**config.mk**
```make
export PLATFORM = sky130hd
export DESIGN_NAME = four_voice_chiptune_synth_flat
export DESIGN_NICKNAME = d
export VERILOG_FILES = /design/src/sv/cts_pkg.sv /design/src/sv/cts_if.sv /design/src/sv/cts_voice_bank.sv /design/src/sv/cts_mixer.sv /design/src/sv/four_voice_chiptune_synth.sv /design/src/flat_wrapper.sv
export SDC_FILE = /design/constraint.sdc
export NUM_CORES = 1
export LEC_CHECK = 0
export BUFFER_PORTS_ARGS = -buffer_cell sky130_fd_sc_hd__clkbuf_2
export CORE_MARGIN = 1.5
export CORE_UTILIZATION = 46
export CTS_CLUSTER_SIZE = 30
export DETAILED_ROUTE_END_ITERATION = 7
export GPL_ROUTABILITY_DRIVEN = 0
export GPL_TIMING_DRIVEN = 1
export SLEW_MARGIN = 25
export SYNTH_ARGS = -nofsm -noshare
export SYNTH_HDL_FRONTEND = slang
export SYNTH_SLANG_ARGS = --single-unit
```
**constraint.sdc**
```tcl
create_clock -name clk -period 7.2 [get_ports clk]
set_input_delay 1.44 -clock clk [delete_from_list [all_inputs] [get_ports clk]]
set_output_delay 1.44 -clock clk [all_outputs]
set_load 0.005 [all_outputs]
```
**src/sv/cts_pkg.sv**
```systemverilog
// Shared types and constants for the four-voice chiptune synthesizer.
package cts_pkg;

    localparam int MAX_VOICES = 4;
    localparam int PHASE_W    = 16;
    localparam int VOL_W      = 8;
    localparam int WAVE_W     = 6;
    localparam int PROD_W     = 14;
    localparam int SAMPLE_W   = 16;
    localparam int NOISE_W    = 32;

    localparam logic [PHASE_W-1:0]  WIDTH_RESET   = 16'h8000;
    localparam logic [SAMPLE_W-1:0] SAMPLE_OFFSET = 16'h8000;
    localparam logic [NOISE_W-1:0]  NOISE_RESET   = 32'h0000_0001;

    typedef enum logic [0:0] {
        KIND_TICK  = 1'b0,
        KIND_WRITE = 1'b1
    } kind_t;

    typedef enum logic [1:0] {
        SHAPE_TRIANGLE = 2'd0,
        SHAPE_SAWTOOTH = 2'd1,
        SHAPE_PULSE    = 2'd2,
        SHAPE_NOISE    = 2'd3
    } shape_t;

    typedef struct packed {
        kind_t              kind;
        logic [1:0]         voice;
        logic [PHASE_W-1:0] tone_step;
        logic [PHASE_W-1:0] pulse_width;
        logic [VOL_W-1:0]   voice_volume;
        shape_t             wave_shape;
    } item_t;

    typedef struct packed {
        logic advance;
        logic fire;
    } stage_ctl_t;

endpackage

```
**src/sv/cts_if.sv**
```systemverilog
// Request and sample channel interfaces with valid/ready handshake.
interface cts_req_if
    import cts_pkg::*;
();
    logic               valid;
    logic               ready;
    logic [0:0]         kind;
    logic [1:0]         voice;
    logic [PHASE_W-1:0] tone_step;
    logic [PHASE_W-1:0] pulse_width;
    logic [VOL_W-1:0]   voice_volume;
    logic [1:0]         wave_shape;

    modport source (
        output valid, kind, voice, tone_step, pulse_width, voice_volume, wave_shape,
        input  ready
    );
    modport sink (
        input  valid, kind, voice, tone_step, pulse_width, voice_volume, wave_shape,
        output ready
    );
endinterface

interface cts_sample_if
    import cts_pkg::*;
();
    logic                valid;
    logic                ready;
    logic [SAMPLE_W-1:0] sample;

    modport source (
        output valid, sample,
        input  ready
    );
    modport sink (
        input  valid, sample,
        output ready
    );
endinterface

```
**src/sv/cts_voice_bank.sv**
```systemverilog
// Voice state, noise generator, wave shaping and per-voice volume products.
module cts_voice_bank
    import cts_pkg::*;
#(
    parameter int VOICES = 4
) (
    input  logic                     clk,
    input  logic                     rst_n,
    input  stage_ctl_t               ctl,
    input  item_t                    item,
    output logic                     tick_valid,
    output logic signed [PROD_W-1:0] prod [VOICES]
);

    logic [NOISE_W-1:0] noise_reg;
    logic [NOISE_W-1:0] noise_next;
    logic               tick_reg;
    logic               is_tick;
    logic               is_write;

    assign is_tick    = ctl.fire && (item.kind == KIND_TICK);
    assign is_write   = ctl.fire && (item.kind == KIND_WRITE);
    assign noise_next = {noise_reg[NOISE_W-2:0],
                         noise_reg[31] ^ noise_reg[24] ^ noise_reg[9] ^ noise_reg[6]};

    always_ff @(posedge clk or negedge rst_n)
    begin
        if (!rst_n)
        begin
            noise_reg <= NOISE_RESET;
            tick_reg  <= 1'b0;
        end
        else
        begin
            if (is_tick)
            begin
                noise_reg <= noise_next;
            end
            if (ctl.advance)
            begin
                tick_reg <= is_tick;
            end
        end
    end

    assign tick_valid = tick_reg;

    for (genvar v = 0; v < VOICES; v++)
    begin : g_voice
        logic [PHASE_W-1:0]      phase_reg;
        logic [PHASE_W-1:0]      step_reg;
        logic [PHASE_W-1:0]      width_reg;
        logic [VOL_W-1:0]        volume_reg;
        shape_t                  shape_reg;
        logic signed [WAVE_W-1:0] wave;
        logic signed [PROD_W-1:0] prod_reg;
        logic                    hit;

        assign hit = is_write && (item.voice == 2'(v));

        always_comb
        begin
            unique case (shape_reg)
                SHAPE_TRIANGLE:
                begin
                    if (!phase_reg[15])
                        wave = {~phase_reg[14], phase_reg[13:9]};
                    else
                        wave = {phase_reg[14], ~phase_reg[13:9]};
                end
                SHAPE_SAWTOOTH: wave = {~phase_reg[15], phase_reg[14:10]};
                SHAPE_PULSE:    wave = (phase_reg > width_reg) ? 6'sh20 : 6'sh1f;
                SHAPE_NOISE:    wave = {~noise_next[5], noise_next[4:0]};
                default:        wave = '0;
            endcase
        end

        always_ff @(posedge clk or negedge rst_n)
        begin
            if (!rst_n)
            begin
                phase_reg  <= '0;
                step_reg   <= '0;
                width_reg  <= WIDTH_RESET;
                volume_reg <= '0;
                shape_reg  <= SHAPE_TRIANGLE;
            end
            else if (hit)
            begin
                step_reg   <= item.tone_step;
                width_reg  <= item.pulse_width;
                volume_reg <= item.voice_volume;
                shape_reg  <= item.wave_shape;
            end
            else if (is_tick)
            begin
                phase_reg <= phase_reg + step_reg;
            end
        end

        always_ff @(posedge clk)
        begin
            if (ctl.advance)
            begin
                prod_reg <= PROD_W'(wave) * $signed({{(PROD_W-VOL_W){1'b0}}, volume_reg});
            end
        end

        assign prod[v] = prod_reg;
    end

endmodule

```
**src/sv/cts_mixer.sv**
```systemverilog
// Sum of voice products, offset to unsigned, held in the result register.
module cts_mixer
    import cts_pkg::*;
#(
    parameter int VOICES = 4
) (
    input  logic                     clk,
    input  logic                     rst_n,
    input  logic                     advance,
    input  logic                     tick_valid,
    input  logic signed [PROD_W-1:0] prod [VOICES],
    output logic                     valid,
    output logic [SAMPLE_W-1:0]      sample
);

    logic signed [SAMPLE_W-1:0] sum;
    logic                       valid_reg;
    logic [SAMPLE_W-1:0]        sample_reg;

    always_comb
    begin
        sum = '0;
        for (int v = 0; v < VOICES; v++)
        begin
            sum = sum + SAMPLE_W'(prod[v]);
        end
    end

    always_ff @(posedge clk or negedge rst_n)
    begin
        if (!rst_n)
            valid_reg <= 1'b0;
        else if (advance)
            valid_reg <= tick_valid;
    end

    always_ff @(posedge clk)
    begin
        if (advance)
            sample_reg <= sum ^ SAMPLE_OFFSET;
    end

    assign valid  = valid_reg;
    assign sample = sample_reg;

endmodule

```
**src/sv/four_voice_chiptune_synth.sv**
```systemverilog
// Top level of the four-voice chiptune synthesizer.
//
//  channel | dir | payload
//  --------+-----+------------------------------------------------------------
//  cmd     | in  | kind, voice, tone_step, pulse_width, voice_volume, wave_shape
//  audio   | out | sample
//
// One request per cycle unless the pipeline stalls; a tick's sample passes the request
// register, product register and result register before it is valid on audio.
// A write request produces no sample; the pipeline runs as one stalled unit.
// When the result register is full and audio.ready is low, cmd.ready drops.
// Reset loads default voice settings and the noise seed at once.
module four_voice_chiptune_synth
    import cts_pkg::*;
#(
    parameter int VOICES = 4
) (
    input logic  clk,
    input logic  rst_n,
    cts_req_if.sink      cmd,
    cts_sample_if.source audio
);

    logic                     req_valid_reg;
    item_t                    item_reg;
    logic                     advance;
    logic                     tick_valid;
    logic                     out_valid;
    stage_ctl_t               ctl;
    logic signed [PROD_W-1:0] prod [VOICES];

    assign advance     = !out_valid || audio.ready;
    assign cmd.ready   = advance;
    assign ctl.advance = advance;
    assign ctl.fire    = advance && req_valid_reg;

    always_ff @(posedge clk or negedge rst_n)
    begin
        if (!rst_n)
            req_valid_reg <= 1'b0;
        else if (advance)
            req_valid_reg <= cmd.valid;
    end

    always_ff @(posedge clk)
    begin
        if (advance)
        begin
            item_reg.kind         <= kind_t'(cmd.kind);
            item_reg.voice        <= cmd.voice;
            item_reg.tone_step    <= cmd.tone_step;
            item_reg.pulse_width  <= cmd.pulse_width;
            item_reg.voice_volume <= cmd.voice_volume;
            item_reg.wave_shape   <= shape_t'(cmd.wave_shape);
        end
    end

    cts_voice_bank #(
        .VOICES(VOICES)
    ) u_voice_bank (
        .clk        (clk),
        .rst_n      (rst_n),
        .ctl        (ctl),
        .item       (item_reg),
        .tick_valid (tick_valid),
        .prod       (prod)
    );

    cts_mixer #(
        .VOICES(VOICES)
    ) u_mixer (
        .clk        (clk),
        .rst_n      (rst_n),
        .advance    (advance),
        .tick_valid (tick_valid),
        .prod       (prod),
        .valid      (out_valid),
        .sample     (audio.sample)
    );

    assign audio.valid = out_valid;

endmodule
```
**src/flat_wrapper.sv**
```systemverilog
// flat-port wrapper written by rule: the top's interface ports become plain ports
module four_voice_chiptune_synth_flat import cts_pkg::*;
#(
    parameter int VOICES = 4
)
  (clk, rst_n, cmd_valid, cmd_kind, cmd_voice, cmd_tone_step, cmd_pulse_width, cmd_voice_volume, cmd_wave_shape, cmd_ready, audio_valid, audio_sample, audio_ready);
  cts_req_if cmd_i ();
  cts_sample_if audio_i ();
  input logic clk;
  input logic rst_n;
  input wire logic [$bits(cmd_i.valid)-1:0] cmd_valid;
  input wire logic [$bits(cmd_i.kind)-1:0] cmd_kind;
  input wire logic [$bits(cmd_i.voice)-1:0] cmd_voice;
  input wire logic [$bits(cmd_i.tone_step)-1:0] cmd_tone_step;
  input wire logic [$bits(cmd_i.pulse_width)-1:0] cmd_pulse_width;
  input wire logic [$bits(cmd_i.voice_volume)-1:0] cmd_voice_volume;
  input wire logic [$bits(cmd_i.wave_shape)-1:0] cmd_wave_shape;
  output wire logic [$bits(cmd_i.ready)-1:0] cmd_ready;
  output wire logic [$bits(audio_i.valid)-1:0] audio_valid;
  output wire logic [$bits(audio_i.sample)-1:0] audio_sample;
  input wire logic [$bits(audio_i.ready)-1:0] audio_ready;
  assign cmd_i.valid = cmd_valid;
  assign cmd_i.kind = cmd_kind;
  assign cmd_i.voice = cmd_voice;
  assign cmd_i.tone_step = cmd_tone_step;
  assign cmd_i.pulse_width = cmd_pulse_width;
  assign cmd_i.voice_volume = cmd_voice_volume;
  assign cmd_i.wave_shape = cmd_wave_shape;
  assign cmd_ready = cmd_i.ready;
  assign audio_valid = audio_i.valid;
  assign audio_sample = audio_i.sample;
  assign audio_i.ready = audio_ready;
  four_voice_chiptune_synth #(.VOICES(VOICES)) u_core (.clk(clk), .rst_n(rst_n), .cmd(cmd_i), .audio(audio_i));
endmodule
```
After elaboration in Yosys (flattened, before gate mapping)
Cells that the tools add are included.
W data, S select, Z words.
- register bits: 384
- output and inout port bits: 18
- add/subtract/negate cells: 7
- multiply operators: 4
- order comparisons: 4
- equality and inequality tests: 15
- multiplexer cells: 12
- bitwise operators: 22
- reduce and logical (&&, ||, !) cells: 18
- operators by type and width (cell ; count):
    $pmux W6 S4 ; 4
    $add A16 B16 Y16 ; 4
    $gt A16 B16 Y1 ; 4
    $mul A6 B9 Y14 ; 4
    $mux W6 ; 8
    $eq A2 B2 Y1 const B ; 10
    $not A5 Y5 ; 4
    $add A15 B14 Y16 ; 1
    $add A16 B14 Y16 ; 1
    $add A14 B14 Y15 ; 1
    $not A1 Y1 ; 15
    $eq A2 B1 Y1 const B ; 5
    $logic_not A2 Y1 ; 5
    $reduce_and A2 Y1 ; 4
    $logic_and A1 B1 Y1 ; 7
    $xor A1 B1 Y1 ; 3
    $logic_not A1 Y1 ; 1
    $logic_or A1 B1 Y1 ; 1

Depth between registers and ports, before layout
Gate-level depths: netlist of the first run.
- depth in word-level cells: 7
- depth in mapped cells: 25
- mapped depth without buffers: 25

Modules after synthesis
A second synthesis of the first run with hierarchy kept.
- cell total of the unflattened synthesis: 2420
- area total of the unflattened synthesis: 26006.2 µm²
- by module, submodules not included (module ; times used ; cells an instance ; area each (µm²)):
    cts_voice_bank ; 1 ; 2153 ; 22507.8
    cts_mixer ; 1 ; 218 ; 2085.8
    four_voice_chiptune_synth ; 1 ; 49 ; 1412.6

Least setup slack after synthesis of the first run
OpenSTA, ideal clock, no wires.
- path kind: register to register
- start: reg u_core.u_voice_bank.g_voice[0].width_reg[15]
- end: reg u_core.u_voice_bank.g_voice[0].prod_reg[13] (data pin)
- arrival time: 5.843 ns
- required time: 6.939 ns
- setup slack: 1.096 ns
- cell stages (with the launch flop): 24
- buffers on the path: 0
- period minus slack after synthesis: 6.104 ns
- cell sequence: dfstp_2 > inv_1 > ha_1 > a211o_1 > a21oi_1 > a31oi_1 > nor3b_2 > a2bb2oi_1 > nand2_1 > fa_1 > fa_1 > inv_1 > fa_1 > inv_1 > fa_1 > inv_1 > ha_1 > a21o_1 > a21oi_1 > nor2b_1 > o21a_1 > o41ai_1 > o21ai_0 > xnor2_1
- cells in the longest elaborated chain, start to end: 4
- RTL lines (what ; RTL line ; RTL):
    start: declaration ; cts_voice_bank.sv:52 ; logic [PHASE_W-1:0] width_reg;
    start signal: assignment ; cts_voice_bank.sv:91 ; width_reg <= item.pulse_width;
    $gt A16 B16 Y1 ; cts_voice_bank.sv:72 ; SHAPE_PULSE: wave = (phase_reg > width_reg) ? 6'sh20 : 6'sh1f;
    $mux W6 ; cts_voice_bank.sv:72 ;
    $pmux W6 S4 ; cts_voice_bank.sv:63 ; unique case (shape_reg)
    $mul A6 B9 Y14 ; cts_voice_bank.sv:105 ; prod_reg <= PROD_W'(wave) * $signed({{(PROD_W-VOL_W){1'b0}}, volume_reg});
    end signal: assignment ; cts_voice_bank.sv:105 ;
    end: declaration ; cts_voice_bank.sv:56 ; logic signed [PROD_W-1:0] prod_reg;
No other way between the ends.
A chain may end at the register's enable or synchronous reset.

Final worst setup path of the first run
- start: reg u_core.u_voice_bank.g_voice[2].phase_reg[15]
- end: reg u_core.u_voice_bank.g_voice[2].prod_reg[13] (data pin)
- cells in the longest elaborated chain, start to end: 4
- RTL lines (what ; RTL line ; RTL):
    start: declaration ; cts_voice_bank.sv:50 ; logic [PHASE_W-1:0] phase_reg;
    start signal: assignment ; cts_voice_bank.sv:97 ; phase_reg <= phase_reg + step_reg;
    $gt A16 B16 Y1 ; cts_voice_bank.sv:72 ;
    $mux W6 ; cts_voice_bank.sv:72 ;
    $pmux W6 S4 * ; cts_voice_bank.sv:63 ;
    $mul A6 B9 Y14 * ; cts_voice_bank.sv:105 ;
    end signal: assignment ; cts_voice_bank.sv:105 ;
    end: declaration ; cts_voice_bank.sv:56 ;
Every way passes the cells marked *; elsewhere a longest branch is shown, timed or not.

==> results of run 1 <==
-- worst paths after layout --
| kind | end | slack, ns | cells after the start |
|---|---|---|---|
| max in group asynchronous | u_core.u_voice_bank.g_voice[3].phase_reg[6] | 4.93 | 3 |
| worst max register to register | u_core.u_voice_bank.g_voice[2].prod_reg[13] | 0.46 | 23 |
| worst max-delay path | u_core.u_voice_bank.g_voice[2].prod_reg[13] | 0.46 | 23 |
| worst min-delay path | u_core.u_mixer.valid | 0.44 | 2 |
| min in group asynchronous | u_core.u_voice_bank.noise_reg[28] | 0.85 | 1 |
| worst min register to register | u_core.u_mixer.valid | 0.44 | 2 |
-- stage by stage --
stage	std cells	worst slack, ns	utilization	cell area [sq um]	hold WS, ns
CTS	3300	0.4706	0.5168	28420	0.4436
global placement	3217	0.6767	0.4884	26860	0.4352
global route	3301	0.03024	0.5173	28440	0.4657
finish	3301	0.4622	0.5173	28440	0.4412
floorplan	2435	1.096	-	25550	0.4114
detailed placement	3217	0.4907	0.4886	26860	0.4280
-- Yosys cell counts (22+ instances only) --
cell type	n
nand2_1	362
ha_1	267
dfrtp_1	262
inv_1	182
o21ai_0	174
nor2_1	143
fa_1	133
mux2_2	122
edfxtp_1	117
a21oi_1	100
xnor2_1	82
and2_1	61
clkbuf_1	45
xor2_1	43
a21o_1	28
nand3_1	24
nor2b_1	22
-- layer usage --
| layer | vias up | routed length [um] | track usage |
|---|---|---|---|
| met4 | 0 | 2426 | 0.09168 |
| met2 | 388 | 27960 | 0.3553 |
| met5 | - | 0 | 0 |
| met1 | 8458 | 26440 | 0.2800 |
| met3 | 124 | 2468 | 0.02771 |
| li1 | 8562 | - | - |
-- cell families (layout without fill, tap and decap cells) --
| logic type | count (synthesis) | after routing | share of synthesized area |
|---|---|---|---|
| compound gates | 427 | 427 | 0.1014 |
| buf+inv | 237 | 355 | 0.03511 |
| mux | 125 | 125 | 0.05494 |
| xor+xnor | 126 | 126 | 0.04372 |
| fa+ha+maj | 400 | 400 | 0.2349 |
| flops | 384 | 384 | 0.3992 |
| simple gates | 736 | 736 | 0.1307 |
-- cell type report --
class | instances | area [sq um] | area share
repair buffers | 90 | 565.5 | 0.01988
clock inverters | 24 | 301.5 | 0.01060
multi-input cells | 1814 | 14510 | 0.5100
well taps | 748 | 935.9 | 0.03290
inverters | 182 | 683.2 | 0.02402
clock buffers | 59 | 1250 | 0.04395
flip-flops and latches | 384 | 10200 | 0.3586
-- worst min-delay path, cell delays in order, from the launching register on --
cell and delay (ns):
dfrtp_1 0.32, inv_1 0.05, nand2_1 0.05
==> out/results.txt, run 1 <==
crit path max-delay cell type: dfrtp_1
Worst Path Max Fanout: 12
area delta synth->final: 11.31%
clk_skew: 0.02495 ns
Maximum Capacitance Violations: 0
hpwl dp: 44,900 um
Worst-Margin Slew: 0.9345 ns
initial antenna violation count: 2
I/O Pins: 67
Root Buffer: clkbuf_16
Starting Density: 0.4648
EDFF count, synth: 117
vias: 17,530
Peak Freq: 148.4 MHz
setup TNS: 0 ns
number of library cell types mapped by synthesis: 70
WL final: 59,300 um
Pins Over Slew Limit: 0
Inserted Diodes: 0
Setup crit start kind: flip-flop
Num CTS Buffers: 45
Area contributors post-synth: dfrtp_1 26%, edfxtp_1 14%, ha_1 13%
CP cell instances: ha_1, nand2_1, nor2_1, nor4b_2, nor2_1, nor2_1, a21oi_1, nand3b_1, fa_1, fa_1, inv_1, fa_1, inv_1, fa_1, inv_1, ha_1, a21o_1, a21oi_1, nor2b_1, o41a_1, o21ai_0, a211oi_1, xor2_1
fill count: 4,899
Min-Delay Path Class: reg2reg
Synth Flop Type: dfrtp_1
post_cts resized: 0
Max stage delay on crit path: 0.55 ns
Clock Path Buffers: 3
post-route clock period utilization: 0.9358
post-synth top area share: 0.2566
H-tree depth: 2
final setup fails: 0
share of cells above drive strength 1: 0.1265
sequential element share of the synthesized area: 0.3992
worst r2r src: u_core.u_voice_bank.g_voice[2].phase_reg[15]
crit path buf inv count: 3
CTS sink cnt: 384
vias in the first global route: 17,590
first-pass GRT wire length: 95,030 um
# DRC: 0
share of flip-flops with an asynchronous set or reset: 0.6953
Setup CP Type: reg2reg
CTS tree: yes
CP Launch Point: u_core.u_voice_bank.g_voice[2].phase_reg[15]
outcome: finished, final reports clean
Remaining Overflow, GRT: 0
Post-Synthesis Cells: 2,435
Post-Synthesis Net Count: 2,884
Iter 0 DRT Violations: 1,123
largest net degree at the start of global routing: 184
syn_area_per_cell: 10.49 sq um
Clk Latency, worst-skew pair: 0.59 ns
port bufs: 66
postcts setup bufs: 0
commonest non-fill, non-tap cell in the layout: nand2_1
min-delay src: u_core.u_voice_bank.tick_valid
RSZ-0062 raised after global routing: no
Nets: 2,966
core box area: 54,990 sq um
cell type group with the largest total delay on the critical path: adder cells
DRT antenna net count: 0
Final min period: 6.738 ns
Yosys Warn Count: 0
Die Span X: 238.7 um
die height: 238.7 um
slew margin rel.: 0.3770
Reg clk slew, reported paths: 0.07 ns
CP most frequent cell: fa_1
WL per Instance: 17.96 um
most frequent cells in the layout: 362 x nand2_1, 267 x ha_1, 262 x dfrtp_1, 182 x inv_1, 174 x o21ai_0
Yosys reg bits: 384
routed vias/inst: 5.311
CP Capture Type: flip-flop
Post-Syn Area: 25,550 sq um
crit path DAT: 7.06 ns
cell taking the most area after synthesis: dfrtp_1
Post-CTS Hold Buffers: 0
DR pass1 iterations: 5
Hold Vio Cnt, Final: 0
full die area: 56,980 sq um
critical path data required time: 7.52 ns
Overall Global Routing Usage: 0.2134
Rows: 86
Power of run 1 is left out: the tool's default activity adds up to more than one toggle a clock period on the data nets, which glitch-free logic cannot reach.
==> inputs of run 2 (changes only) <==
==> constraint.sdc (replaced) <==
create_clock -name clk -period 6 [get_ports clk]
set_input_delay 1.2 -clock clk [delete_from_list [all_inputs] [get_ports clk]]
set_output_delay 1.2 -clock clk [all_outputs]
set_load 0.005 [all_outputs]
==> out/results.txt, run 2 (same netlist as run 1, synthesis figures left out) <==
outcome: finished, final reports clean
core box area: 54,990 sq um
Maximum Capacitance Violations: 0
I/O Pins: 67
Worst-Margin Slew: 0.8693 ns
Starting Density: 0.4648
area delta synth->final: 16.10%
clk_skew: 0.03059 ns
RSZ-0062 raised after global routing: yes
DRT antenna net count: 0
full die area: 56,980 sq um
WL final: 61,180 um
hold_ws: 0.4484 ns
# DRC: 0
Iter 0 DRT Violations: 990
commonest non-fill, non-tap cell in the layout: nand2_1
Inserted Diodes: 0
met1 WL: 27,100 um
Reg clk slew, reported paths: 0.06 ns
Min-Delay Path Class: reg2reg
Hold Vio Cnt, Final: 0
worst min-delay path endpoint: u_core.u_mixer.valid
largest net degree at the start of global routing: 102
Final min period: 5.860 ns
Clk Latency, worst-skew pair: 0.60 ns
Nets: 3,066
slew margin rel.: 0.4191
hpwl dp: 46,580 um
Worst Path Max Fanout: 5
Root Buffer: clkbuf_16
Setup CP Type: reg2reg
Num CTS Buffers: 45
most frequent cells in the layout: 358 x nand2_1, 261 x ha_1, 261 x dfrtp_1, 174 x inv_1, 161 x o21ai_0
Peak Freq: 170.6 MHz
reg2reg end: u_core.u_voice_bank.g_voice[2].prod_reg[13]
WL per Instance: 17.99 um
vias: 17,960
worst r2r src: u_core.u_voice_bank.g_voice[2].phase_reg[1]
CTS sink cnt: 384
final setup fails: 0
share of cells above drive strength 1: 0.1866
DR pass1 iterations: 5
post-route clock period utilization: 0.9767
cells on worst reg2reg path: 24
Pins Over Slew Limit: 0
R2R Setup Slk: 0.14 ns
top routing layer in use: met4
initial antenna violation count: 0
final core occ: 0.5396
Overall Global Routing Usage: 0.2181
Hold Path Depth: 2
CTS tree: yes
H-tree depth: 2
met3 wire length: 2317 um
routed vias/inst: 5.282
port bufs: 66
crit path DAT: 6.19 ns
CP Capture Type: flip-flop
Rows: 86
Die Span X: 238.7 um
Remaining Overflow, GRT: 0
Setup crit start kind: flip-flop
die height: 238.7 um
first-pass GRT wire length: 97,340 um
min-delay src: u_core.u_voice_bank.tick_valid
vias in the first global route: 18,130
Clock Path Buffers: 3
met2 WL: 29,650 um
critical path data required time: 6.33 ns
[run 2: cell type report]
type	count	area, sq um
Multi-Input combinational cell	1814	15000
Sequential cell	384	10200
Timing Repair Buffer	190	1319
Clock inverter	11	160.2
Fill cell	4816	25320
Tap cell	748	935.9
Clock buffer	72	1370
Inverter	182	683.2
[run 2: worst max path at each step]
stage	from	to	slack, ns
floorplan	u_core.u_voice_bank.g_voice[0].width_reg[15]	u_core.u_voice_bank.g_voice[0].prod_reg[13]	-0.008
global placement	u_core.u_voice_bank.g_voice[2].phase_reg[1]	u_core.u_voice_bank.g_voice[2].prod_reg[13]	-0.19
detailed placement	u_core.u_voice_bank.g_voice[2].phase_reg[1]	u_core.u_voice_bank.g_voice[2].prod_reg[13]	-0.26
CTS	u_core.u_voice_bank.g_voice[2].phase_reg[1]	u_core.u_voice_bank.g_voice[2].prod_reg[13]	0.0005
global route	u_core.u_voice_bank.g_voice[2].phase_reg[1]	u_core.u_voice_bank.g_voice[2].prod_reg[13]	-0.12
finish	u_core.u_voice_bank.g_voice[2].phase_reg[1]	u_core.u_voice_bank.g_voice[2].prod_reg[13]	0.14
[run 2: critical path, cell delays in order, from the launching register on]
cell and delay [ns]:
dfrtp_1 0.41, ha_4 0.28, nor2b_2 0.13, o211ai_1 0.12, a21oi_1 0.18, o21ai_2 0.10, buf_4 0.15, a211o_4 0.37
a21oi_2 0.17, nand3b_1 0.15, fa_1 0.46, fa_1 0.57, inv_2 0.04, fa_1 0.49, inv_2 0.04, fa_1 0.53
inv_2 0.05, ha_4 0.20, a21o_1 0.18, a21oi_2 0.16, nor2b_2 0.06, o41a_1 0.37, o21ai_2 0.17, a211oi_2 0.05
xor2_1 0.14
[run 2: what timing repair did]
item | CTS | global route
hold buffers | 0 | 0
pin swaps | 29 | 57
setup endpoints to repair | 10 | 12
buffers inserted | 2 | 8
gates resized for setup | 39 | 60
[run 2: metal layers]
layer	GRT usage	up-vias
li1	-	8741
met1	0.2829	8726
met2	0.3738	382
met3	0.02725	115
met4	0.08055	0
met5	0	-
[run 2: through the flow]
stage               setup slack, ns  setup TNS [ns]  cell area, sq um  instances
floorplan                 -0.008379       -0.008379             25620       2435
global placement            -0.1941         -0.3712             27570       3307
detailed placement          -0.2603         -0.8830             27600       3308
CTS                       0.0005387               0             29380       3392
global route                -0.1222         -0.4932             29670       3401
finish                       0.1400               0             29670       3401
Power of run 2 is left out for the same reason.
